[src/hsfs_pkg.sv]
// Shared constants, types and helper functions for the FTCS heat stencil step unit.
package hsfs_pkg;

    localparam int VALUE_BITS = 24;
    localparam int MAX_COLS   = 32;
    localparam int COL_W      = $clog2(MAX_COLS);
    localparam int ECOL_W     = COL_W + 1;
    localparam int ROW_W      = 16;
    localparam int COEFF_W    = 16;
    localparam int FRAC_BITS  = 16;
    localparam int CFG_IDX_W  = 3;
    localparam int CFG_DATA_W = 24;

    localparam int LAP_W   = VALUE_BITS + 2;
    localparam int PROD_W  = LAP_W + COEFF_W + 1;
    localparam int SUM_W   = PROD_W + 1;
    localparam int DELTA_W = SUM_W - FRAC_BITS;
    localparam int UPD_W   = DELTA_W + 1;

    localparam int Q_DEPTH = 4;
    localparam int Q_PTR_W = $clog2(Q_DEPTH);
    localparam int Q_CNT_W = Q_PTR_W + 1;

    localparam logic [CFG_IDX_W-1:0] REG_COLS     = 3'd0;
    localparam logic [CFG_IDX_W-1:0] REG_ROWS     = 3'd1;
    localparam logic [CFG_IDX_W-1:0] REG_COEFF_X  = 3'd2;
    localparam logic [CFG_IDX_W-1:0] REG_COEFF_Y  = 3'd3;
    localparam logic [CFG_IDX_W-1:0] REG_BOUNDARY = 3'd4;

    localparam logic [ECOL_W-1:0]     COLS_RESET     = ECOL_W'(32);
    localparam logic [ROW_W-1:0]      ROWS_RESET     = 16'd32;
    localparam logic [COEFF_W-1:0]    COEFF_RESET    = 16'd6554;
    localparam logic [VALUE_BITS-1:0] BOUNDARY_RESET = 24'h010000;

    typedef struct packed {
        logic [ECOL_W-1:0]            cols;
        logic [ROW_W-1:0]             rows;
        logic [COEFF_W-1:0]           coeff_x;
        logic [COEFF_W-1:0]           coeff_y;
        logic signed [VALUE_BITS-1:0] boundary;
    } hsfs_cfg_t;

    // One cell to be emitted, with its stencil operands already reduced.
    typedef struct packed {
        logic                         edge_cell;
        logic                         flush;
        logic [ROW_W-1:0]             row;
        logic [COL_W-1:0]             col;
        logic signed [VALUE_BITS-1:0] u;
        logic signed [LAP_W-1:0]      lap_x;
        logic signed [LAP_W-1:0]      lap_y;
    } hsfs_item_t;

    function automatic logic [ECOL_W-1:0] eff_cols(input logic [ECOL_W-1:0] cols);
        logic [ECOL_W-1:0] ec;
        ec = cols;
        if (cols < ECOL_W'(3)) begin
            ec = ECOL_W'(3);
        end else if (cols > ECOL_W'(MAX_COLS)) begin
            ec = ECOL_W'(MAX_COLS);
        end
        return ec;
    endfunction

    function automatic logic [ROW_W-1:0] eff_rows(input logic [ROW_W-1:0] rows);
        logic [ROW_W-1:0] er;
        er = rows;
        if (rows < ROW_W'(3)) begin
            er = ROW_W'(3);
        end
        return er;
    endfunction

    function automatic logic signed [VALUE_BITS-1:0] sat_value(
        input logic signed [UPD_W-1:0] v);
        logic signed [UPD_W-1:0] hi;
        logic signed [UPD_W-1:0] lo;
        logic signed [VALUE_BITS-1:0] r;
        hi = UPD_W'({1'b0, {(VALUE_BITS-1){1'b1}}});
        lo = -hi - UPD_W'(1);
        if (v > hi) begin
            r = {1'b0, {(VALUE_BITS-1){1'b1}}};
        end else if (v < lo) begin
            r = {1'b1, {(VALUE_BITS-1){1'b0}}};
        end else begin
            r = v[VALUE_BITS-1:0];
        end
        return r;
    endfunction

endpackage

[src/hsfs_queue.sv]
// Short queue of classified cells between the front end and the arithmetic back end.
module hsfs_queue import hsfs_pkg::*; (
    input  logic               aclk,
    input  logic               aresetn,
    input  logic               push,
    input  hsfs_item_t         push_item,
    input  logic               pop,
    output hsfs_item_t         head,
    output logic [Q_CNT_W-1:0] count
);

    hsfs_item_t entry_reg [Q_DEPTH];

    logic [Q_PTR_W-1:0] wr_ptr_reg, rd_ptr_reg;
    logic [Q_CNT_W-1:0] count_reg;

    assign head  = entry_reg[rd_ptr_reg];
    assign count = count_reg;

    always_ff @(posedge aclk) begin
        if (!aresetn) begin
            wr_ptr_reg <= '0;
            rd_ptr_reg <= '0;
            count_reg  <= '0;
        end else begin
            if (push) begin
                wr_ptr_reg <= wr_ptr_reg + Q_PTR_W'(1);
            end
            if (pop) begin
                rd_ptr_reg <= rd_ptr_reg + Q_PTR_W'(1);
            end
            count_reg <= count_reg + Q_CNT_W'(push) - Q_CNT_W'(pop);
        end
    end

    always_ff @(posedge aclk) begin
        if (push) begin
            entry_reg[wr_ptr_reg] <= push_item;
        end
    end

endmodule

[config.mk]
export PLATFORM = sky130hd
export DESIGN_NAME = hsfs_queue
export DESIGN_NICKNAME = d
export VERILOG_FILES = /design/src/hsfs_pkg.sv /design/src/hsfs_queue.sv
export SDC_FILE = /design/constraint.sdc
export NUM_CORES = 1
export LEC_CHECK = 0
export ABC_AREA = 0
export BUFFER_PORTS_ARGS = -buffer_cell sky130_fd_sc_hd__buf_2
export CAP_MARGIN = 0
export CORE_ASPECT_RATIO = 2
export CORE_UTILIZATION = 40
export CTS_BUF_LIST = sky130_fd_sc_hd__clkbuf_4 sky130_fd_sc_hd__clkbuf_8 sky130_fd_sc_hd__clkbuf_16
export CTS_CLUSTER_SIZE = 30
export DETAILED_ROUTE_END_ITERATION = 12
export SLEW_MARGIN = 30
export SYNTH_ARGS = -nofsm -noshare
export SYNTH_HDL_FRONTEND = slang
export SYNTH_SLANG_ARGS = --single-unit
[constraint.sdc]
create_clock -name aclk -period 3.6 [get_ports aclk]
set_input_delay 0.54 -clock aclk [delete_from_list [all_inputs] [get_ports aclk]]
set_output_delay 0.54 -clock aclk [all_outputs]
set_load 0.01 [all_outputs]
# --- Yosys cells after proc, flatten, opt, wreduce, memory -nomap -nowiden ---
# Memories as Yosys holds them, arrays and structs flattened. A register that Yosys moved wholly into a read port is not among the register bits.
# Cells that the tools add are included.
op_classes:
  n_addsub: 4
  n_mux: 4
op_table:
  columns: ["op", "count"]
  rows:
  - ["2-bit by 1-bit adder with 2-bit output (second input constant)", 2]
  - ["2-bit two-way mux", 2]
  - ["3-bit by 1-bit adder with 3-bit output", 1]
  - ["3-bit by 1-bit subtractor with 3-bit output", 1]
  - ["1-bit two-way mux", 2]
word_totals:
  ff_bits: 7
  ramBits: 396
  in_bits: 103
  out_inout_bits: 102
  mem_count: 1
mem_list:
  columns: ["name", "words", "word_bits", "read_ports", "rd_clocked_by_memory_dff", "wr", "line_no", "rtl"]
  rows:
  - ["entry_reg", 4, 99, 1, 1, 1, "hsfs_queue.sv:12", "hsfs_item_t entry_reg [Q_DEPTH];"]

# --- Longest topological paths before layout ---
depth:
  depth_word: 3
  ltp_mapped: 7

# --- Least setup slack after synthesis ---
# OpenSTA, ideal clock, no wires.
synth_timing:
  path_type: "reg2reg"
  startpoint: "register wr_ptr_reg[0]"
  endpoint: "memory entry_reg[0][0] (netlist name), enable pin"
  setup_time_ps: 469
  arrival_ps: 2831
  t_required_ps: 3131
  path_slack_ps: 300
  path_stages_with_launch: 4
  n_path_buf: 0
  cell_sequence: "dfxtp_1 -> inv_1 -> ha_1 -> and2_1"
synth_lines:
  columns: ["element", "line_no", "rtl"]
  rows:
  - ["from (decl)", "hsfs_queue.sv:14", "logic [Q_PTR_W-1:0] wr_ptr_reg, rd_ptr_reg;"]
  - ["from (signal assigned)", "hsfs_queue.sv:27", "wr_ptr_reg <= wr_ptr_reg + Q_PTR_W'(1);"]
  - ["to (decl)", "hsfs_queue.sv:12", null]
# Straight into the memory's write port.

==> run_summary.xml <==
<?xml version="1.0" encoding="UTF-8"?>
<metrics>
  <group name="outcome">
    <metric name="run_status" unit="">completed</metric>
  </group>
  <group name="clocking">
    <metric name="ctsResizeCount" unit="">0</metric>
    <metric name="clk_latency" unit="ps">520</metric>
    <metric name="tritoncts_clock_tree" unit="">yes</metric>
    <metric name="hold_buffers" unit="">0</metric>
    <metric name="cts_setup_buffers" unit="">0</metric>
    <metric name="cts_sinks" unit="">405</metric>
    <metric name="clock-root-buffer" unit="">clkbuf_16</metric>
    <metric name="clock_slew_at_the_register_clock_pins_of_the_worst_setup_and_hold_paths" unit="ps">70</metric>
    <metric name="clock_tree.buffer_depth" unit="">3</metric>
    <metric name="cts_made_buffers" unit="">36</metric>
    <metric name="cts-htree-levels" unit="">2</metric>
  </group>
  <group name="flow_run">
    <metric name="max_cap_viol_count" unit="">0</metric>
  </group>
  <group name="sta">
    <metric name="finalHoldViolations" unit="">0</metric>
    <metric name="maximum_clock_frequency" unit="GHz">0.3536</metric>
    <metric name="final-max-slew-violation-count" unit="">0</metric>
    <metric name="max_slew_margin" unit="%">53.85</metric>
    <metric name="clock-skew-final" unit="ps">12.74</metric>
    <metric name="finalSetupTns" unit="ps">0</metric>
    <metric name="tightest_slew" unit="ps">692.2</metric>
    <metric name="rsz0062_at_grt" unit="">no</metric>
    <metric name="period_minus_slack" unit="ps">2828</metric>
    <metric name="setup_viol" unit="">0</metric>
    <metric name="period_share" unit="%">78.57</metric>
  </group>
  <group name="synth">
    <metric name="post-synth-top-count-cell" unit="">edfxtp_1</metric>
    <metric name="commonest_cells_in_the_synthesized_netlist" unit="">396 x edfxtp_1, 99 x mux4_2, 10 x buf_2</metric>
    <metric name="syn_avg_cell_area" unit="sq um">26.31</metric>
    <metric name="synth.cell_area" unit="sq um">14680</metric>
    <metric name="yosysWarningCount" unit="">0</metric>
    <metric name="synth.distinct_cells" unit="">19</metric>
    <metric name="synth_seq_area_share" unit="%">82.22</metric>
    <metric name="flops_latches_synth" unit="">405</metric>
    <metric name="synthArstFlopShare" unit="%">0</metric>
    <metric name="netlist_top_cells_area" unit="">edfxtp_1 81%, mux4_2 15%, dfxtp_1 1.2%, ha_1 0.51%, buf_2 0.34%</metric>
    <metric name="postSynthNetCount" unit="">668</metric>
    <metric name="synth_enable_flop_cells" unit="">396</metric>
    <metric name="yosys_most_used_dff" unit="">edfxtp_1</metric>
    <metric name="cell_type_contributing_the_most_total_cell_area_after_synthesis" unit="">edfxtp_1</metric>
    <metric name="post-synth-top-area-fraction" unit="%">81.00</metric>
    <metric name="postSynthCellCount" unit="">558</metric>
  </group>
  <group name="die">
    <metric name="fp.dieArea" unit="sq um">37520</metric>
    <metric name="io_pins" unit="">205</metric>
    <metric name="fp.coreArea" unit="sq um">35930</metric>
    <metric name="start_util" unit="%">40.87</metric>
    <metric name="rows" unit="">98</metric>
    <metric name="fp.dieH" unit="microns">272.9</metric>
    <metric name="floorplan.die.width" unit="microns">137.5</metric>
  </group>
  <group name="power_and_ir_drop">
    <metric name="share_of_power_burned_in_registers" unit="%">53.4</metric>
    <metric name="power_per_cell_area" unit="nW/um^2">586.9</metric>
    <metric name="int_power" unit="W">0.008106</metric>
    <metric name="netSwitchingFraction" unit="%">21.20</metric>
    <metric name="power.share.combinational" unit="%">9.3</metric>
    <metric name="cellLeakagePower" unit="nW">5.872</metric>
    <metric name="switchingPower" unit="W">0.002180</metric>
    <metric name="max-vdd-ir-drop" unit="mV">0.4682</metric>
    <metric name="clkPwrFrac" unit="%">37.3</metric>
  </group>
  <group name="worst_setup_path">
    <metric name="critPathTopFamily" unit="">flip-flops</metric>
    <metric name="critical_path.max_fanout" unit="">43</metric>
    <metric name="critPathBufInv" unit="">2</metric>
    <metric name="critPathMaxStageDelay" unit="ps">630</metric>
    <metric name="worst_setup_path_end_kind" unit="">output pin</metric>
    <metric name="critical_path_arrival" unit="ps">2290</metric>
    <metric name="worstPathRequired" unit="ps">3060</metric>
    <metric name="cpMaxStageDelayCell" unit="">dfxtp_4</metric>
    <metric name="r2r_start" unit="">wr_ptr_reg[0]</metric>
    <metric name="ordered_list_of_cells_on_the_worst_path" unit="">buf_12, mux4_2, buf_2</metric>
    <metric name="timing.setup.critical_path_class" unit="">flip-flop to output pin</metric>
    <metric name="timing.critical_path.from_type" unit="">flip-flop</metric>
  </group>
  <group name="global_route">
    <metric name="grt-ovfl-total" unit="">0</metric>
    <metric name="antenna_found_initial" unit="">9</metric>
    <metric name="grt_first_pass_wirelength" unit="microns">41610</metric>
    <metric name="grtUsageTotal" unit="%">15.40</metric>
    <metric name="first_global_vias" unit="">7027</metric>
    <metric name="maximum_number_of_pins_on_one_net_before_global_route_repair" unit="">100</metric>
  </group>
  <group name="routing">
    <metric name="wl_per_cell" unit="microns">22.15</metric>
    <metric name="avgViaCountPerCell" unit="">5.083</metric>
    <metric name="route.vias.total" unit="">6455</metric>
    <metric name="number_of_iterations_in_the_first_detailed_routing_pass" unit="">4</metric>
    <metric name="drc_violation_total_after_the_first_tritonroute_iteration" unit="">318</metric>
    <metric name="drt-total-wl" unit="microns">28130</metric>
    <metric name="drcViolationCount" unit="">0</metric>
    <metric name="antenna_violating_nets_post_route" unit="">0</metric>
  </group>
  <group name="min_path">
    <metric name="hold_start" unit="">push_item[46]</metric>
    <metric name="hold_removal_path_class" unit="">primary input to flip-flop</metric>
  </group>
  <group name="final_layout">
    <metric name="synthToLayoutAreaGrowth" unit="%">19.38</metric>
    <metric name="final_layout_size_suffix_gt1_share" unit="%">46.63</metric>
    <metric name="combined_area_of_the_multi_input_logic_cells" unit="sq um">2465</metric>
    <metric name="filler_cell_count" unit="">2882</metric>
    <metric name="nets" unit="">899</metric>
    <metric name="ff_latch_area" unit="sq um">12080</metric>
    <metric name="largest_register_ffs" unit="">396</metric>
    <metric name="final_area" unit="sq um">17530</metric>
  </group>
  <group name="placement">
    <metric name="post_dp_cell_area" unit="sq um">16320</metric>
    <metric name="gp_congestion" unit="">0.6958</metric>
    <metric name="hpwlAfterDp" unit="microns">17170</metric>
    <metric name="placement.io_buffers" unit="">204</metric>
  </group>
</metrics>
per-layer routing:
| metal | vias to the layer above | share of wire, % | routed length (microns) | GRT usage [%] |
|---|---|---|---|---|
| li1 | 2868 | - | - | - |
| met1 | 3351 | 35 | 9766 | 16.42 |
| met2 | 168 | 56 | 15850 | 28.21 |
| met3 | 58 | 5.2 | 1459 | 3.580 |
| met4 | 10 | 3.5 | 983 | 6.796 |
| met5 | - | 0.25 | 69 | 0 |
final cells by class:
| class | instances | share of cell area, % |
|---|---|---|
| Multi-Input combinational cell | 124 | 14.06 |
| Antenna cell | 5 | 0.07139 |
| Clock inverter | 20 | 1.206 |
| Clock buffer | 44 | 5.583 |
| Timing Repair Buffer | 215 | 6.796 |
| Sequential cell | 405 | 68.92 |
| Tap cell | 450 | 3.212 |
| Inverter | 7 | 0.1499 |
cell usage in the layout (no fill, tap or decap), types with 2 or more instances in the layout:
cell type and instances:
clkinv_4 2, and2_4 4, bufinv_16 4, buf_2 204
and2_1 2, dfxtp_4 2, nor2_1 5, ha_1 6
buf_4 4, xnor2_1 2, edfxtp_1 396, buf_12 7
clkbuf_4 7, dfxtp_1 7, mux4_2 99, diode_2 5
clkinv_2 6, clkbuf_16 37, clkinv_1 5, inv_1 7
inv_6 2
power groups by stage:
stage / clock, W / sequential (W) / combinational [W]
6_report: 0.00384 / 0.00549 / 0.000956
5_1_grt: 0.00411 / 0.00552 / 0.00104
4_1_cts: 0.00396 / 0.00550 / 0.000990
3_5_place_dp: 0 / 0.00560 / 0.000988
3_3_place_gp: 0 / 0.00559 / 0.000982
2_1_floorplan: 0 / 0.00558 / 0.000579
stage by stage:
step / hold WS, ps / cells / power [W] / setup slack, ps / util, %
after global routing: 204.9 / 1268 / 0.01067 / 603.2 / 48.77
after detailed placement: 524.3 / 1201 / 0.006591 / 1214 / 45.44
final: 235.7 / 1270 / 0.01029 / 771.6 / 48.78
after CTS: 201.2 / 1265 / 0.01045 / 657.7 / 48.75
after global placement: 515.2 / 1201 / 0.006573 / 1221 / 45.44
after floorplan: 499.3 / 558 / 0.006158 / 300.2 / -
path summary, 6_finish.rpt:
check | endpoint | slack [ps] | cells past startpoint
worst max-delay path | head[90] | 770 | 3
worst min-delay path | entry_reg[2][46] | 240 | 1
worst min register to register | flip-flop | 530 | 2
worst max register to register | entry_reg[2][78] | 1770 | 4
logic make-up (layout without fill, tap and decap cells):
family	count (synthesis)	count (layout)	synth area share, %
AND/OR/NAND/NOR	12	12	0.4347
multiplexers	100	100	15.25
flip-flops	405	405	82.22
other	0	5	0
buffers and inverters	29	286	1.057
adder cells (fa/ha/maj)	7	7	0.6477
AO/OA/AOI/OAI	2	2	0.1022
XOR/XNOR	3	3	0.2812
worst register-to-register path, delay by kind of cell (launching register included):
kind                       cells  cell delay (ps)
buffers and inverters          2              590
DFF                            1              350
and+or+nand+nor                1              350
adders and majority gates      1              150
No activity file was read; power rests on OpenSTA's default activity.
