`src/hsfs_pkg.sv`:
```
// Shared constants, types and helper functions for the FTCS heat stencil step unit.
package hsfs_pkg;

    localparam int VALUE_BITS = 24;
    localparam int MAX_COLS   = 32;
    localparam int COL_W      = $clog2(MAX_COLS);
    localparam int ECOL_W     = COL_W + 1;
    localparam int ROW_W      = 16;
    localparam int COEFF_W    = 16;
    localparam int FRAC_BITS  = 16;
    localparam int CFG_IDX_W  = 3;
    localparam int CFG_DATA_W = 24;

    localparam int LAP_W   = VALUE_BITS + 2;
    localparam int PROD_W  = LAP_W + COEFF_W + 1;
    localparam int SUM_W   = PROD_W + 1;
    localparam int DELTA_W = SUM_W - FRAC_BITS;
    localparam int UPD_W   = DELTA_W + 1;

    localparam int Q_DEPTH = 4;
    localparam int Q_PTR_W = $clog2(Q_DEPTH);
    localparam int Q_CNT_W = Q_PTR_W + 1;

    localparam logic [CFG_IDX_W-1:0] REG_COLS     = 3'd0;
    localparam logic [CFG_IDX_W-1:0] REG_ROWS     = 3'd1;
    localparam logic [CFG_IDX_W-1:0] REG_COEFF_X  = 3'd2;
    localparam logic [CFG_IDX_W-1:0] REG_COEFF_Y  = 3'd3;
    localparam logic [CFG_IDX_W-1:0] REG_BOUNDARY = 3'd4;

    localparam logic [ECOL_W-1:0]     COLS_RESET     = ECOL_W'(32);
    localparam logic [ROW_W-1:0]      ROWS_RESET     = 16'd32;
    localparam logic [COEFF_W-1:0]    COEFF_RESET    = 16'd6554;
    localparam logic [VALUE_BITS-1:0] BOUNDARY_RESET = 24'h010000;

    typedef struct packed {
        logic [ECOL_W-1:0]            cols;
        logic [ROW_W-1:0]             rows;
        logic [COEFF_W-1:0]           coeff_x;
        logic [COEFF_W-1:0]           coeff_y;
        logic signed [VALUE_BITS-1:0] boundary;
    } hsfs_cfg_t;

    // One cell to be emitted, with its stencil operands already reduced.
    typedef struct packed {
        logic                         edge_cell;
        logic                         flush;
        logic [ROW_W-1:0]             row;
        logic [COL_W-1:0]             col;
        logic signed [VALUE_BITS-1:0] u;
        logic signed [LAP_W-1:0]      lap_x;
        logic signed [LAP_W-1:0]      lap_y;
    } hsfs_item_t;

    function automatic logic [ECOL_W-1:0] eff_cols(input logic [ECOL_W-1:0] cols);
        logic [ECOL_W-1:0] ec;
        ec = cols;
        if (cols < ECOL_W'(3)) begin
            ec = ECOL_W'(3);
        end else if (cols > ECOL_W'(MAX_COLS)) begin
            ec = ECOL_W'(MAX_COLS);
        end
        return ec;
    endfunction

    function automatic logic [ROW_W-1:0] eff_rows(input logic [ROW_W-1:0] rows);
        logic [ROW_W-1:0] er;
        er = rows;
        if (rows < ROW_W'(3)) begin
            er = ROW_W'(3);
        end
        return er;
    endfunction

    function automatic logic signed [VALUE_BITS-1:0] sat_value(
        input logic signed [UPD_W-1:0] v);
        logic signed [UPD_W-1:0] hi;
        logic signed [UPD_W-1:0] lo;
        logic signed [VALUE_BITS-1:0] r;
        hi = UPD_W'({1'b0, {(VALUE_BITS-1){1'b1}}});
        lo = -hi - UPD_W'(1);
        if (v > hi) begin
            r = {1'b0, {(VALUE_BITS-1){1'b1}}};
        end else if (v < lo) begin
            r = {1'b1, {(VALUE_BITS-1){1'b0}}};
        end else begin
            r = v[VALUE_BITS-1:0];
        end
        return r;
    endfunction

endpackage

```
`src/hsfs_back.sv`:
```
// Back end: coefficient products, rounding, saturation, last-row flush and the result register.
module hsfs_back import hsfs_pkg::*; (
    input  logic                         aclk,
    input  logic                         aresetn,
    input  hsfs_cfg_t                    cfg,
    input  hsfs_item_t                   head,
    input  logic [Q_CNT_W-1:0]           q_count,
    output logic                         pop,
    output logic                         m_valid,
    input  logic                         m_ready,
    output logic signed [VALUE_BITS-1:0] m_new_value,
    output logic [ROW_W-1:0]             m_out_row,
    output logic [COL_W-1:0]             m_out_col,
    output logic                         m_frame_done
);

    logic             flushing_reg, flushing_next;
    logic [COL_W-1:0] fl_col_reg, fl_col_next;
    logic [ROW_W-1:0] fl_row_reg, fl_row_next;

    logic                         p1_valid_reg, p1_edge_reg, p1_done_reg;
    logic [ROW_W-1:0]             p1_row_reg;
    logic [COL_W-1:0]             p1_col_reg;
    logic signed [VALUE_BITS-1:0] p1_u_reg;
    logic signed [PROD_W-1:0]     p1_px_reg, p1_py_reg;

    logic                         p2_valid_reg, p2_edge_reg, p2_done_reg;
    logic [ROW_W-1:0]             p2_row_reg;
    logic [COL_W-1:0]             p2_col_reg;
    logic signed [VALUE_BITS-1:0] p2_u_reg;
    logic signed [DELTA_W-1:0]    p2_delta_reg;

    logic                         out_valid_reg;
    logic signed [VALUE_BITS-1:0] out_value_reg;
    logic [ROW_W-1:0]             out_row_reg;
    logic [COL_W-1:0]             out_col_reg;
    logic                         out_done_reg;

    logic                     advance;
    logic                     take;
    logic [ECOL_W-1:0]        ec;
    logic                     fl_last;
    logic signed [PROD_W-1:0] px, py;
    logic signed [SUM_W-1:0]  sum;
    logic signed [UPD_W-1:0]  upd;

    assign advance = !out_valid_reg || m_ready;
    assign take    = advance && !flushing_reg && (q_count != '0);
    assign pop     = take;

    always_comb begin
        ec            = eff_cols(cfg.cols);
        fl_last       = ({1'b0, fl_col_reg} + ECOL_W'(1)) == ec;
        px            = PROD_W'(head.lap_x) * $signed({1'b0, cfg.coeff_x});
        py            = PROD_W'(head.lap_y) * $signed({1'b0, cfg.coeff_y});
        flushing_next = flushing_reg;
        fl_col_next   = fl_col_reg;
        fl_row_next   = fl_row_reg;
        if (advance && flushing_reg) begin
            fl_col_next = fl_col_reg + COL_W'(1);
            if (fl_last) begin
                flushing_next = 1'b0;
            end
        end else if (take && head.flush) begin
            flushing_next = 1'b1;
            fl_col_next   = '0;
            fl_row_next   = head.row + ROW_W'(1);
        end
    end

    always_ff @(posedge aclk) begin
        if (!aresetn) begin
            flushing_reg  <= 1'b0;
            p1_valid_reg  <= 1'b0;
            p2_valid_reg  <= 1'b0;
            out_valid_reg <= 1'b0;
        end else begin
            flushing_reg <= flushing_next;
            if (advance) begin
                p1_valid_reg  <= flushing_reg || take;
                p2_valid_reg  <= p1_valid_reg;
                out_valid_reg <= p2_valid_reg;
            end
        end
    end

    always_ff @(posedge aclk) begin
        fl_col_reg <= fl_col_next;
        fl_row_reg <= fl_row_next;
    end

    // the flushed last row is all boundary
    always_ff @(posedge aclk) begin
        if (advance) begin
            if (flushing_reg) begin
                p1_edge_reg <= 1'b1;
                p1_done_reg <= fl_last;
                p1_row_reg  <= fl_row_reg;
                p1_col_reg  <= fl_col_reg;
            end else begin
                p1_edge_reg <= head.edge_cell;
                p1_done_reg <= 1'b0;
                p1_row_reg  <= head.row;
                p1_col_reg  <= head.col;
            end
            p1_u_reg  <= head.u;
            p1_px_reg <= px;
            p1_py_reg <= py;
        end
    end

    assign sum = SUM_W'(p1_px_reg) + SUM_W'(p1_py_reg) + SUM_W'(32768);

    always_ff @(posedge aclk) begin
        if (advance) begin
            p2_edge_reg  <= p1_edge_reg;
            p2_done_reg  <= p1_done_reg;
            p2_row_reg   <= p1_row_reg;
            p2_col_reg   <= p1_col_reg;
            p2_u_reg     <= p1_u_reg;
            p2_delta_reg <= sum[SUM_W-1:FRAC_BITS];
        end
    end

    assign upd = UPD_W'(p2_u_reg) + UPD_W'(p2_delta_reg);

    always_ff @(posedge aclk) begin
        if (advance) begin
            out_value_reg <= p2_edge_reg ? cfg.boundary : sat_value(upd);
            out_row_reg   <= p2_row_reg;
            out_col_reg   <= p2_col_reg;
            out_done_reg  <= p2_done_reg;
        end
    end

    assign m_valid      = out_valid_reg;
    assign m_new_value  = out_value_reg;
    assign m_out_row    = out_row_reg;
    assign m_out_col    = out_col_reg;
    assign m_frame_done = out_done_reg;

endmodule

```
`config.mk`:
```
export PLATFORM = sky130hd
export DESIGN_NAME = hsfs_back
export DESIGN_NICKNAME = d
export VERILOG_FILES = /design/src/hsfs_pkg.sv /design/src/hsfs_back.sv
export SDC_FILE = /design/constraint.sdc
export NUM_CORES = 2
export LEC_CHECK = 0
export BUFFER_PORTS_ARGS = -buffer_cell sky130_fd_sc_hd__buf_4
export CAP_MARGIN = 10
export CORE_MARGIN = 2
export CORE_UTILIZATION = 45
export DETAILED_ROUTE_END_ITERATION = 10
export HOLD_SLACK_MARGIN = 0.12
export SYNTH_ARGS = -nofsm -noshare
export SYNTH_HDL_FRONTEND = slang
export SYNTH_SLANG_ARGS = --single-unit
```
`constraint.sdc`:
```
create_clock -name aclk -period 8.25 [get_ports aclk]
set_input_delay 1.65 -clock aclk [delete_from_list [all_inputs] [get_ports aclk]]
set_output_delay 1.65 -clock aclk [all_outputs]
set_load 0.1 [all_outputs]
```
# == Word level (Yosys, flattened, before mapping) ==
# Cells that the tools add are included.
# W data, S select, Z words.
# word_totals
register_bits,279
latchBits,0
ramBits,0
romBits,0
out_inout_bits,48
memories,0
# op_classes
add_sub_neg,6
n_mul,2
div_mod_pow,0
order_cmp,4
n_eq_ne,2
shift,0
n_mux,12
n_bitwise,1
n_reduce_logical,12
# ops
op,count
$mul A26 B17 Y43,2
$mux W24,3
$add A43 B43 Y44,1
$add A44 B17 Y44 const B,1
$add A24 B28 Y29,1
$gt A29 B24 Y1 const B,1
$lt A29 B24 Y1 const B,1
$add A16 B1 Y16 const B,1
$mux W16,1
$mux W5,3
$mux W6,2
$add A5 B1 Y6 const B,1
$eq A6 B6 Y1,1
$gt A6 B6 Y1 const B,1
$lt A6 B2 Y1 const B,1
$add A5 B1 Y5 const B,1
$logic_and A1 B1 Y1,4
$reduce_and A2 Y1,2
$mux W1,3
$reduce_bool A3 Y1,1
$logic_not A1 Y1,2
$logic_or A1 B1 Y1,2
$ne A2 B2 Y1 const B,1
$reduce_bool A2 Y1,1
$not A1 Y1,1

# == Logic depth before layout (Yosys ltp) ==
# depth
word_depth,7
mapped_depth,26
ltp_nobuf,24

# == Worst setup path before layout ==
# Ideal clock, no wire load.
# synth_path
path_type,input -> register
start,input port m_ready
end,register fl_col_reg[0] (enable)
setup_ns,0.340
t_arrival_ns,7.908
t_required_ns,7.910
setup_slack_ns,0.002
path_stages,4
path_buffers,0
path_cell_list,nor2b_1 inv_1 nand2_1 nand2b_1
# synth_between
elab_chain_cells,5
# synth_rtl
item,line_no,text
"start, declared",hsfs_back.sv:10,"input logic m_ready,"
$logic_or A1 B1 Y1 *,hsfs_back.sv:47,assign advance = !out_valid_reg || m_ready;
$logic_and A1 B1 Y1 (2 in series),hsfs_back.sv:48,assign take = advance && !flushing_reg && (q_count != '0);
$logic_and A1 B1 Y1,hsfs_back.sv:64,end else if (take && head.flush) begin
$reduce_bool A2 Y1 (no line) *,--,
"end signal, assigned",hsfs_back.sv:88,fl_col_reg <= fl_col_next;
"end, declared",hsfs_back.sv:18,"logic [COL_W-1:0] fl_col_reg, fl_col_next;"
# Mark *: on every way between the ends. The rest lies on a longest branch, timed or not.
# A chain may end at the register's enable or synchronous reset.

# == Final worst setup path ==
# layout_path
start,input port head[36] (netlist bit)
end,"register p1_px_reg[42], data pin"
# layout_between
elab_chain_cells,1
# layout_rtl
item,line_no,text
"start, declared",hsfs_back.sv:6,"input hsfs_item_t head,"
$mul A26 B17 Y43,hsfs_back.sv:54,"px = PROD_W'(head.lap_x) * $signed({1'b0, cfg.coeff_x});"
net px[42],hsfs_back.sv:43,"logic signed [PROD_W-1:0] px, py;"
"end signal, assigned",hsfs_back.sv:107,p1_px_reg <= px;
"end, declared",hsfs_back.sv:25,"logic signed [PROD_W-1:0] p1_px_reg, p1_py_reg;"
# The timed path passes the listed nets, and every way through them passes these cells.

==> out/results.tsv <==
stage	metric	value	unit
yosys	Async SR Flop Fraction	0	%
clocking	number of CTS-inserted buffers	31	
status	outcome	finished clean	
sta	Fin. Hold Viols	0	
drt	Vias	28800	
cells_and_area	number of diodes	0	
yosys	sequential element share of the synthesized area	19.6	%
die	Die Span X	312	µm
die	num rows	112	
clocking	Setup Buffers After CTS	0	
place	I/O Buffers	214	
worst_setup_path	worst-path fanout max	16	
cells_and_area	share of layout cells above drive strength 1	8.25	%
global_routing	largest net degree at the start of global routing	130	
die	Die ar.	97200	µm²
global_routing	GRT Total Usage	20.7	%
yosys	Post-Syn Instances	4292	
yosys	simple-gate portion of the synthesized area	13.4	%
yosys	syn_nets	5609	
sta	count of pins over their slew limit	0	
drt	Via density	5.03	
worst_setup_path	RR Endpoint	m_new_value[16]	
yosys	Synth Cell Area	42600	µm²
worst_setup_path	CP Capture Type	flop	
drt	wire length on met2	48.5	mm
worst_setup_path	Startpoint Class	primary input	
clocking	clock slew at reported path FFs	0.06	ns
worst_setup_path	Worst Path Arrival	7.93	ns
yosys	Yosys warnings	0	
die	Core Area	93600	µm²
worst_hold_path	Hold Path Class	flop to flop	
yosys	Yosys top cell by area	fa_1	
yosys	synth top area cells	fa_1 38%, edfxtp_1 19%, ha_1 9.5%	
drt	final wirelength	97.7	mm
cells_and_area	Synth-to-Final Area Change	9.62	%
cells_and_area	nets	5764	
clocking	clk sinks	279	
worst_setup_path	CP Data Required Time	8.55	ns
yosys	post-synth cell types	77	
yosys	Avg Inst Size Synth	9.94	µm²
worst_setup_path	CP endpoint	p1_px_reg[42]	
die	Die Ht	312	µm
place	DP HPWL	77.5	mm
clocking	clk_lat worst skew	0.59	ns
drt	M1 WL	41.8	mm
cells_and_area	Layout Utilization	49.9	%
clocking	cts repair resizes	0	
clocking	Root Buffer	clkbuf_16	
yosys	XOR/XNOR Fraction of Synth Area	2.85	%
cells_and_area	Register Area	8340	µm²
yosys	mux cell area share after synthesis	0.575	%
global_routing	vias in the first global route	30500	
global_routing	initial antenna violation count	5	
yosys	largest family of logic cells by synthesized area	adder cells	
cells_and_area	post-route cell area	46700	µm²
sta	fmax	131	MHz
sta	Worst Clk Skew	0.0343	ns
worst_setup_path	R2R depth	13	
place	placed instance area	45700	µm²
sta	setup_tns	0	ns
worst_setup_path	critical path type	primary input to flop	
worst_setup_path	R2R setup slack	4.23	ns
drt	DR iter-0 viols	1574	
die	Ports	231	
clocking	CTS tree	done	
yosys	adder-cell share of the synthesized area	47.5	%
worst_setup_path	Worst Setup SP	head[36]	
clocking	H-tree levels	1	
die	Starting Density	45.6	%
sta	Final Setup Violations	0	
drt	top routing layer used	met5	
drt	DR pass1 iterations	6	
clocking	clk buf depth	3	
sta	worst slew pin tran	0.992	ns
global_routing	global route total overflow	0	
sta	period utilisation layout	92.5	%
worst_setup_path	worst reg2reg startpoint	p2_u_reg[0]	
drt	Met3 Routed Length	5.14	mm
drt	wire per inst	17.1	µm
sta	RSZ-0062 raised after global routing	false	
drt	antenna viol nets, final	0	
global_routing	first-pass GRT wire length	160	mm
drt	DR DRC count	0	
yosys	main flop type after synthesis	edfxtp_1	
place	gpl congestion	0.827	
sta	Final min period	7.63	ns
yosys	Synth Area in Compound Gates	5.92	%
yosys	Synth top area share	38.1	%
cells_and_area	Multi-input gate area	30000	µm²
yosys	Seq cells post-synth	279	
yosys	number of enable flip-flop cells after synthesis	275	
sta	relative slew slack	33.9	%
clocking	CTS Hold Bufs	0	
cells_and_area	Filler Cells Inserted	8760	
job	max-capacitance violation count	0	
==> cells in the final DEF, fill, tap and decap left out, types with 10 or more instances in the layout <==
cell type and instances:
o21a_1 36, nor3_1 29, nor2b_1 43, nand2_1 565, buf_4 266, edfxtp_1 275
fa_1 811, mux2_2 20, nand2b_1 15, o211ai_1 16, clkbuf_16 31, nand4_1 11
and3_1 11, xnor2_1 102, a21oi_1 138, inv_1 1002, o21bai_1 15, and2_1 345
nor2_1 93, nand3_1 33, ha_1 323, a31oi_1 10, a21o_1 53, o21ai_0 59
xor2_1 37
==> kinds of logic (layout without fill, tap and decap cells) <==
| family | after synthesis | after routing |
|---|---|---|
| adders and majority gates | 1134 | 1134 |
| and+or+nand+nor | 1181 | 1181 |
| AOI/OAI and AO/OA | 389 | 389 |
| muxes | 22 | 22 |
| xor gates and xnor gates | 139 | 139 |
| buffers and inverters | 1148 | 1327 |
| DFF | 279 | 279 |
==> final cells by class <==
cell class	instances	area share (%)
clock buffer	32	1.67
clock inverter	25	0.645
inverter	1003	8.07
multi-input combinational	2865	64.1
sequential	279	17.8
tap	1254	3.36
timing repair buffer	267	4.31
==> per-stage QoR <==
stage | worst slack [ns] | hold WS [ns] | instances
floorplan | 0.00186 | 0.400 | 4292
global placement | 0.112 | 0.402 | 5668
detailed placement | 0.0420 | 0.405 | 5668
CTS | 0.612 | 0.388 | 5725
global route | 0.297 | 0.419 | 5725
finish | 0.616 | 0.398 | 5725
==> synth_stat cells (all sizes together), types with 4 or more instances <==
library cell / instances
a211oi: 7
a21boi: 5
a21o: 54
a21oi: 140
a31o: 4
a31oi: 10
and2: 345
and3: 12
buf: 4
clkbuf: 141
dfxtp: 4
edfxtp: 275
fa: 811
ha: 323
inv: 1003
mux2: 20
nand2: 565
nand2b: 15
nand3: 33
nand3b: 4
nand4: 11
nor2: 93
nor2b: 43
nor3: 29
o2111ai: 4
o211ai: 16
o21a: 36
o21ai: 59
o21bai: 15
o31ai: 4
or2: 9
or3: 7
or4: 4
xnor2: 102
xor2: 37
==> critical path: stages <==
cell	delay (ns)
buf_4	0.18
and2_1	0.19
fa_1	0.53
inv_1	0.05
fa_1	0.47
fa_1	0.53
inv_1	0.07
fa_1	0.50
fa_1	0.49
inv_1	0.05
fa_1	0.49
inv_1	0.07
ha_1	0.29
a21oi_1	0.26
o21ai_0	0.27
o211ai_1	0.53
o211ai_1	0.23
a31oi_1	0.27
a21oi_1	0.14
a21o_1	0.22
o41ai_1	0.30
xnor2_1	0.15
==> worst min-delay path by stage <==
stage / from / endpoint / slack (ns) / cells past startpoint
floorplan: p2_done_reg / m_frame_done / 0.40 / 0
global placement: p2_col_reg[0] / m_out_col[0] / 0.40 / 0
detailed placement: p2_row_reg[12] / m_out_row[12] / 0.40 / 0
CTS: p1_u_reg[15] / p2_u_reg[15] / 0.39 / 0
global route: p1_row_reg[15] / p2_row_reg[15] / 0.42 / 0
finish: p1_u_reg[15] / p2_u_reg[15] / 0.40 / 0
==> metal layers <==
metal  global-route usage, %  vias to the layer above
li1                        -                    13400
met1                    27.3                    14600
met2                    36.0                      668
met3                    2.83                      141
met4                    5.02                        7
met5                   0.346                        -
Power is not shown: default switching activity piles up to over one toggle a cycle in this logic, so the estimate is an artifact.
