File: config.mk
export PLATFORM = sky130hd
export DESIGN_NAME = hsfs_front
export DESIGN_NICKNAME = d
export VERILOG_FILES = /design/src/hsfs_pkg.sv /design/src/hsfs_front.sv
export SDC_FILE = /design/constraint.sdc
export NUM_CORES = 2
export LEC_CHECK = 0
export BUFFER_PORTS_ARGS = -buffer_cell sky130_fd_sc_hd__clkbuf_2
export CAP_MARGIN = 5
export CORE_AREA = 2 2 396 300
export DETAILED_ROUTE_END_ITERATION = 12
export DIE_AREA = 0 0 398 302
export PLACE_DENSITY = 0.8
export SLEW_MARGIN = 20
export SYNTH_ARGS = -nofsm -noshare
export SYNTH_HDL_FRONTEND = slang
export SYNTH_SLANG_ARGS = --single-unit
export TNS_END_PERCENT = 10
File: constraint.sdc
create_clock -name aclk -period 8.9 [get_ports aclk]
set_input_delay 0.445 -clock aclk [delete_from_list [all_inputs] [get_ports aclk]]
set_output_delay 0.445 -clock aclk [all_outputs]
set_load 0.01 [all_outputs]
File: src/hsfs_pkg.sv
// Shared constants, types and helper functions for the FTCS heat stencil step unit.
package hsfs_pkg;

    localparam int VALUE_BITS = 24;
    localparam int MAX_COLS   = 32;
    localparam int COL_W      = $clog2(MAX_COLS);
    localparam int ECOL_W     = COL_W + 1;
    localparam int ROW_W      = 16;
    localparam int COEFF_W    = 16;
    localparam int FRAC_BITS  = 16;
    localparam int CFG_IDX_W  = 3;
    localparam int CFG_DATA_W = 24;

    localparam int LAP_W   = VALUE_BITS + 2;
    localparam int PROD_W  = LAP_W + COEFF_W + 1;
    localparam int SUM_W   = PROD_W + 1;
    localparam int DELTA_W = SUM_W - FRAC_BITS;
    localparam int UPD_W   = DELTA_W + 1;

    localparam int Q_DEPTH = 4;
    localparam int Q_PTR_W = $clog2(Q_DEPTH);
    localparam int Q_CNT_W = Q_PTR_W + 1;

    localparam logic [CFG_IDX_W-1:0] REG_COLS     = 3'd0;
    localparam logic [CFG_IDX_W-1:0] REG_ROWS     = 3'd1;
    localparam logic [CFG_IDX_W-1:0] REG_COEFF_X  = 3'd2;
    localparam logic [CFG_IDX_W-1:0] REG_COEFF_Y  = 3'd3;
    localparam logic [CFG_IDX_W-1:0] REG_BOUNDARY = 3'd4;

    localparam logic [ECOL_W-1:0]     COLS_RESET     = ECOL_W'(32);
    localparam logic [ROW_W-1:0]      ROWS_RESET     = 16'd32;
    localparam logic [COEFF_W-1:0]    COEFF_RESET    = 16'd6554;
    localparam logic [VALUE_BITS-1:0] BOUNDARY_RESET = 24'h010000;

    typedef struct packed {
        logic [ECOL_W-1:0]            cols;
        logic [ROW_W-1:0]             rows;
        logic [COEFF_W-1:0]           coeff_x;
        logic [COEFF_W-1:0]           coeff_y;
        logic signed [VALUE_BITS-1:0] boundary;
    } hsfs_cfg_t;

    // One cell to be emitted, with its stencil operands already reduced.
    typedef struct packed {
        logic                         edge_cell;
        logic                         flush;
        logic [ROW_W-1:0]             row;
        logic [COL_W-1:0]             col;
        logic signed [VALUE_BITS-1:0] u;
        logic signed [LAP_W-1:0]      lap_x;
        logic signed [LAP_W-1:0]      lap_y;
    } hsfs_item_t;

    function automatic logic [ECOL_W-1:0] eff_cols(input logic [ECOL_W-1:0] cols);
        logic [ECOL_W-1:0] ec;
        ec = cols;
        if (cols < ECOL_W'(3)) begin
            ec = ECOL_W'(3);
        end else if (cols > ECOL_W'(MAX_COLS)) begin
            ec = ECOL_W'(MAX_COLS);
        end
        return ec;
    endfunction

    function automatic logic [ROW_W-1:0] eff_rows(input logic [ROW_W-1:0] rows);
        logic [ROW_W-1:0] er;
        er = rows;
        if (rows < ROW_W'(3)) begin
            er = ROW_W'(3);
        end
        return er;
    endfunction

    function automatic logic signed [VALUE_BITS-1:0] sat_value(
        input logic signed [UPD_W-1:0] v);
        logic signed [UPD_W-1:0] hi;
        logic signed [UPD_W-1:0] lo;
        logic signed [VALUE_BITS-1:0] r;
        hi = UPD_W'({1'b0, {(VALUE_BITS-1){1'b1}}});
        lo = -hi - UPD_W'(1);
        if (v > hi) begin
            r = {1'b0, {(VALUE_BITS-1){1'b1}}};
        end else if (v < lo) begin
            r = {1'b1, {(VALUE_BITS-1){1'b0}}};
        end else begin
            r = v[VALUE_BITS-1:0];
        end
        return r;
    endfunction

endpackage

File: src/hsfs_front.sv
// Front end: input beats, position counters, line stores, stencil window and classification.
module hsfs_front import hsfs_pkg::*; (
    input  logic                         aclk,
    input  logic                         aresetn,
    input  hsfs_cfg_t                    cfg,
    input  logic                         s_valid,
    output logic                         s_ready,
    input  logic signed [VALUE_BITS-1:0] s_cell_value,
    input  logic [Q_CNT_W-1:0]           q_count,
    output logic                         push,
    output hsfs_item_t                   push_item
);

    logic [VALUE_BITS-1:0] store_a [MAX_COLS];
    logic [VALUE_BITS-1:0] store_b [MAX_COLS];

    logic [COL_W-1:0] col_reg, col_next;
    logic [ROW_W-1:0] row_reg, row_next;
    logic             bank_reg, bank_next;

    logic signed [VALUE_BITS-1:0] rd_a_reg, rd_b_reg;
    logic signed [VALUE_BITS-1:0] col0_a_reg, col0_b_reg;
    logic signed [VALUE_BITS-1:0] win_l_reg, win_c_reg;

    logic                         f1_valid_reg;
    logic                         f1_bank_reg;
    logic                         f1_emit_reg;
    logic                         f1_edge_reg;
    logic                         f1_flush_reg;
    logic [COL_W-1:0]             f1_col_reg;
    logic [ROW_W-1:0]             f1_row_reg;
    logic signed [VALUE_BITS-1:0] f1_down_reg;

    logic              accept;
    logic [ECOL_W-1:0] ec;
    logic [ROW_W-1:0]  er;
    logic              last_col, last_row, emit, edge_cell, flush;
    logic [COL_W-1:0]  addr_a, addr_b;

    logic signed [VALUE_BITS-1:0] left, center, right, up;
    logic signed [LAP_W-1:0]      lap_x, lap_y;

    assign s_ready = ({1'b0, q_count} + (Q_CNT_W+1)'(f1_valid_reg)) < (Q_CNT_W+1)'(Q_DEPTH);
    assign accept  = s_valid && s_ready;

    always_comb begin
        ec        = eff_cols(cfg.cols);
        er        = eff_rows(cfg.rows);
        last_col  = ({1'b0, col_reg} + ECOL_W'(1)) >= ec;
        last_row  = ({1'b0, row_reg} + (ROW_W+1)'(1)) >= {1'b0, er};
        emit      = (row_reg != '0);
        edge_cell = (row_reg == ROW_W'(1)) || (col_reg == '0) || last_col || (row_reg >= er);
        flush     = last_col && last_row;
        // the bank being filled is read at the cell's column, the other one column ahead
        addr_a    = bank_reg ? (col_reg + COL_W'(1)) : col_reg;
        addr_b    = bank_reg ? col_reg : (col_reg + COL_W'(1));

        col_next  = col_reg;
        row_next  = row_reg;
        bank_next = bank_reg;
        if (accept) begin
            if (flush) begin
                col_next  = '0;
                row_next  = '0;
                bank_next = 1'b0;
            end else if (last_col) begin
                col_next  = '0;
                row_next  = row_reg + ROW_W'(1);
                bank_next = ~bank_reg;
            end else begin
                col_next  = col_reg + COL_W'(1);
            end
        end
    end

    always_ff @(posedge aclk) begin
        if (!aresetn) begin
            col_reg      <= '0;
            row_reg      <= '0;
            bank_reg     <= 1'b0;
            f1_valid_reg <= 1'b0;
        end else begin
            col_reg      <= col_next;
            row_reg      <= row_next;
            bank_reg     <= bank_next;
            f1_valid_reg <= accept;
        end
    end

    always_ff @(posedge aclk) begin
        if (accept) begin
            if (!bank_reg) begin
                store_a[col_reg] <= s_cell_value;
            end else begin
                store_b[col_reg] <= s_cell_value;
            end
            rd_a_reg <= store_a[addr_a];
            rd_b_reg <= store_b[addr_b];
        end
    end

    always_ff @(posedge aclk) begin
        if (accept) begin
            if (col_reg == '0 && !bank_reg) begin
                col0_a_reg <= s_cell_value;
            end
            if (col_reg == '0 && bank_reg) begin
                col0_b_reg <= s_cell_value;
            end
            f1_bank_reg  <= bank_reg;
            f1_emit_reg  <= emit;
            f1_edge_reg  <= edge_cell;
            f1_flush_reg <= flush;
            f1_col_reg   <= col_reg;
            f1_row_reg   <= row_reg - ROW_W'(1);
            f1_down_reg  <= s_cell_value;
        end
    end

    // window over the row above: left and center slide, right comes from the store
    always_comb begin
        up     = f1_bank_reg ? rd_b_reg : rd_a_reg;
        right  = f1_bank_reg ? rd_a_reg : rd_b_reg;
        center = win_c_reg;
        if (f1_col_reg == '0) begin
            center = f1_bank_reg ? col0_a_reg : col0_b_reg;
        end
        left   = win_l_reg;
        lap_x  = LAP_W'(left) + LAP_W'(right) - (LAP_W'(center) <<< 1);
        lap_y  = LAP_W'(up) + LAP_W'(f1_down_reg) - (LAP_W'(center) <<< 1);
    end

    always_ff @(posedge aclk) begin
        if (f1_valid_reg) begin
            win_l_reg <= center;
            win_c_reg <= right;
        end
    end

    assign push = f1_valid_reg && f1_emit_reg;

    always_comb begin
        push_item.edge_cell = f1_edge_reg;
        push_item.flush     = f1_flush_reg;
        push_item.row       = f1_row_reg;
        push_item.col       = f1_col_reg;
        push_item.u         = center;
        push_item.lap_x     = lap_x;
        push_item.lap_y     = lap_y;
    end

endmodule

== Word level (Yosys, flattened, before mapping) ==
Memories as Yosys holds them, arrays and structs flattened. A register that Yosys moved wholly into a read port is not among the register bits.
Cells that the tools add are included.

* Flip-flop bits (word level): 168
* RAM bits: 1536
* Output and inout port bits: 101
* Word-level logic and storage cells: 73
* Memories: 2

{| class="wikitable"
|+ Memory list
! memory !! depth !! bits a word !! read ports !! clocked after Yosys merged registers in !! wr ports !! RTL line !! source
|-
| store_a || 32 || 24 || 1 || 1 || 1 || hsfs_front.sv:14 || <nowiki>logic [VALUE_BITS-1:0] store_a [MAX_COLS];</nowiki>
|-
| store_b || 32 || 24 || 1 || 1 || 1 || hsfs_front.sv:15 || <nowiki>logic [VALUE_BITS-1:0] store_b [MAX_COLS];</nowiki>
|}

* $add $sub $neg: 10
* Order comparisons: 7
* Equality and inequality tests: 1
* Multiplexer cells: 21
* Bitwise operators: 1
* Reductions and logical operators: 16

{| class="wikitable"
|+ Operators by type and width
! kind !! number
|-
| 2-to-1 mux 24 bit || 4
|-
| subtractor 25 x 25 -> 26 bit || 2
|-
| adder 24 x 24 -> 25 bit || 2
|-
| 2-to-1 mux 16 bit || 3
|-
| 2-to-1 mux 5 bit || 4
|-
| adder 16 x 1 -> 17 bit (second input constant) || 1
|-
| >= comparator 17 x 16 -> 1 bit || 1
|-
| adder 16 x 1 -> 16 bit (second input constant) || 1
|-
| equality test 16 x 1 -> 1 bit (second input constant) || 1
|-
| >= comparator 16 bit || 1
|-
| < comparator 16 x 2 -> 1 bit (second input constant) || 1
|-
| nonzero test 16 bit || 1
|-
| subtractor 16 x 1 -> 16 bit (second input constant) || 1
|-
| 2-to-1 mux 6 bit || 2
|-
| logical NOT 5 bit || 2
|-
| 2-to-1 mux 1 bit || 8
|-
| adder 5 x 1 -> 6 bit (second input constant) || 1
|-
| >= comparator 6 bit || 1
|-
| > comparator 6 bit (second input constant) || 1
|-
| < comparator 6 x 2 -> 1 bit (second input constant) || 1
|-
| AND reduction 2 bit || 3
|-
| adder 5 x 1 -> 5 bit (second input constant) || 1
|-
| logical AND 1 bit || 5
|-
| adder 3 x 1 -> 4 bit || 1
|-
| other kinds (5) || 7
|}

== Logic depth before layout (Yosys ltp) ==
* Word-level depth: 7
* Gate-level depth with buffers: 16
* Mapped depth without buffers: 14

== Worst setup path after synthesis ==
Ideal clock, no wire load.

* Path type: register to register
* From: register f1_valid_reg
* To: memory store_a[31][0] (enable)
* Library setup time: 0.405 ns
* Arrival: 6.523 ns
* Required time: 8.495 ns
* Setup slack: 1.972 ns
* Cell stages (with the launch flop): 7
* Cells stage by stage: dfxtp_1 -> a31oi_1 -> nand2_1 -> inv_1 -> clkbuf_1 -> nand2_1 -> nor2_1

* Cells in the longest elaborated chain, start to end: 5

{| class="wikitable"
|+ Ends and longest elaborated chain
! element !! RTL line !! source
|-
| start, declared || hsfs_front.sv:25 || <nowiki>logic f1_valid_reg;</nowiki>
|-
| start signal, assigned || hsfs_front.sv:86 || <nowiki>f1_valid_reg <= accept;</nowiki>
|-
| adder 3 x 1 -> 4 bit || hsfs_front.sv:43 || <nowiki>assign s_ready = ({1'b0, q_count} + (Q_CNT_W+1)'(f1_valid_reg)) < (Q_CNT_W+1)'(Q_DEPTH);</nowiki>
|-
| < comparator 4 x 3 -> 1 bit || hsfs_front.sv:43 ||
|-
| net s_ready || hsfs_front.sv:7 || <nowiki>output logic s_ready,</nowiki>
|-
| logical AND 1 bit || hsfs_front.sv:44 || <nowiki>assign accept = s_valid && s_ready;</nowiki>
|-
| net accept || hsfs_front.sv:34 || <nowiki>logic accept;</nowiki>
|-
| 2-to-1 mux 1 bit || hsfs_front.sv:91 || <nowiki>if (accept) begin</nowiki>
|-
| 2-to-1 mux 1 bit (implied by the code) || hsfs_front.sv:93 || <nowiki>store_a[col_reg] <= s_cell_value;</nowiki>
|-
| end, declared || hsfs_front.sv:14 ||
|}

The timed path passes the listed nets, and every way through them passes these cells.

==> out/qor.yml <==
clock_path_buffers: 3
area_growth_pct: 11.5
syn_inst: 3423
cp_data_arrival_time_ns: 5.80
numPortBuffers: 152
ctsHoldBuffers: 2
utilization_pct: 68.4
die_area_um2: 120000
start_util_pct: 61.3
clock_latency_ns: 0.79
dpl_worst_slack_ns: 2.99
yosys.area.top_type_share_pct: 72.6
report.final.slew_viol_count: 0
clock_skew_ns: 0.0227
synth-seq-cells: 1752
cellPowerDensity_nw_per_um2: 220
place_area_um2: 74800
start_kind: "flip-flop"
top_regs: "store_a (768), store_b (768)"
cp-end-kind: "output port"
num_rows: 109
first_pass_iters: 5
synth_area_leaders: "edfxtp_1 (73%), mux4_2 (15%), ha_1 (1.7%)"
synthesis.area_um2: 71500
reg2reg_depth: 8
cts_root_buffer: "clkbuf_16"
vdd_drop_max_v: 0.000176
cts.repair.resized: 0
place_hpwl_mm: 93.3
fin_setup_tns_ns: 0
slew_headroom_pct: 28.1
sw_frac_of_total_pct: 23.0
worstPathRequired_ns: 8.46
ant_nets: 0
avgSynthCellArea_um2: 20.9
grt_usage_pct: 29.4
power_frac_comb_pct: 10.4
cts_inserted_buffers: 161
drc: 0
cts_tree: "built"
grt_max_degree: 159
antenna_found_initial: 18
reg2reg_from: "col_reg[0]$_SDFFE_PN0P_"
fin_crit_ns: 6.25
worstMarginPinSlew_ns: 1.08
wirelength_mm: 173
power_switching_mw: 4.03
critPathKind: "flip-flop to output port"
grt.overflow.total: 0
final_layout_size_suffix_gt1_share_pct: 29.7
grt_pass1_vias: 35800
vias: 36000
first_iter_violations: 5360
design_area_um2: 79800
netlist_top_cells_count: "edfxtp_1 (1729), mux4_2 (480), nor2_1 (141)"
clkTransAtPathRegs_ns: 0.07
fin_crit_sh_pct: 70.2
hold_path.class: "input pin to flip-flop"
grt_first_pass_wirelength_mm: 250
cts_sinks: 1752
avgViaCountPerCell: 6.70
post_cts_buffers: 0
ys_warn_count: 0
min_from: "cfg[62]"
nNetsFinal: 3946
hold-path-endpoint: "f1_edge_reg$_DFFE_PP_"
p_int_mw: 13.5
clockPowerShare_pct: 37.6
run_status: "finished, final reports clean"
ios: 209
fin_ws_ns: 2.65
routabilityCongestion: 0.925
htreeDepth: 4
rsz0062_at_grt: "false"
synth_top_area_cell: "edfxtp_1"
core_um2: 117000
dominantRegCellSynth: "edfxtp_1"
r2r_setup_slack_ns: 3.98
synth-edff-count: 1729
maxCapViolations: 0
max_freq_mhz: 160
wire_per_inst_um: 32.1
r2r-end: "rd_b_reg[13]$_DFFE_PP_"
setup_viol: 0
yosys.cell_types.count: 57
crit_path_max_fanout: 14
async_reset_ff_share_pct: 0
die_y_um: 302
yosysMostFrequentCell: "edfxtp_1"
die_w_um: 398
finalHoldViolations: 0
critPathLaunch: "f1_col_reg[0]$_DFFE_PP_"
yosysSeqAreaShare_pct: 73.2
min_delay_path_depth: 5
syn_nets: 3675
pwr-share-seq_pct: 52.1
p_leak_nw: 26.7
[power groups by stage]
stage | sequential, mW | clock, mW | combinational [mW]
after floorplan | 9.32 | 0 | 1.16
after global placement | 9.32 | 0 | 1.75
after detailed placement | 9.32 | 0 | 1.79
after CTS | 9.14 | 6.67 | 1.81
after global routing | 9.14 | 6.95 | 1.95
final | 9.15 | 6.60 | 1.82
[layout make-up]
type | instances | area (µm²)
timing repair buffer | 268 | 1710
clock inverter | 88 | 689
fill | 6891 | 36800
tap | 1554 | 1940
inverter | 98 | 370
clock buffer | 194 | 4250
sequential | 1752 | 52400
multi-input combinational | 1413 | 18400
antenna | 10 | 25.0
[worst max-delay path: stages (launching register included)]
cell and delay [ns]:
edfxtp_1 0.41, or4_1 0.65, nor2_4 0.41, nor2_1 0.08
a21o_1 0.23, fa_1 0.51, ha_1 0.25, or3_1 0.36
a21oi_1 0.36, a211oi_1 0.20, o211ai_1 0.34, and2_1 0.21
o21ai_0 0.21, o311ai_0 0.55, clkbuf_2 0.23
[per-stage QoR]
stage / cells / power [mW] / hold slack, ns
2_1_floorplan: 3423 / 10.5 / 0.403
3_3_place_gp: 5082 / 11.1 / 0.567
3_5_place_dp: 5082 / 11.1 / 0.579
4_1_cts: 5366 / 17.6 / 0.255
5_1_grt: 5367 / 18.0 / 0.347
6_report: 5377 / 17.6 / 0.304
[worst max path at each step]
stage,slack [ns],cells after the start,end
5_1_grt,2.33,14,push_item[23]
4_1_cts,2.06,14,push_item[23]
3_5_place_dp,2.99,14,push_item[23]
2_1_floorplan,1.97,6,store_a[31][0]$_DFFE_PP_
3_3_place_gp,3.07,14,push_item[23]
6_report,2.65,14,push_item[23]
[kinds of logic after synthesis]
| family | Yosys count | share of synthesized area, % |
|---|---|---|
| compound gates | 238 | 2.11 |
| xor+xnor | 84 | 1.03 |
| fa+ha+maj | 144 | 3.02 |
| buf+inv | 258 | 1.44 |
| flops | 1752 | 73.2 |
| mux | 602 | 17.0 |
| simple gates | 345 | 2.19 |
[layer usage]
metal / vias up / GRT usage [%] / share of wire [%]
li1: 14600 / - / -
met1: 18600 / 42.8 / 38
met2: 2470 / 45.8 / 47
met3: 294 / 7.29 / 12
met4: 8 / 7.27 / 2.3
met5: - / 0 / 0.030
[layout by cell type (no fill, tap or decap), drive strengths merged, types with 10 or more instances in the layout]
master | synthesis | layout
edfxtp | 1729 | 1729
mux4 | 480 | 480
clkbuf | 100 | 346
nor2 | 141 | 141
buf | 60 | 114
inv | 98 | 108
ha | 96 | 96
mux2 | 88 | 88
a21oi | 73 | 73
nand2 | 72 | 72
clkinv | 0 | 66
fa | 48 | 48
xnor2 | 47 | 47
a21o | 46 | 46
o21ai | 42 | 42
nand3 | 41 | 41
xor2 | 37 | 37
mux2i | 34 | 34
dfxtp | 23 | 23
nor3 | 19 | 19
o22ai | 14 | 14
o21a | 11 | 11
diode | 0 | 10
nand4 | 10 | 10
o211ai | 10 | 10
nor2b | 10 | 10
(Power assumes the default switching activity.)
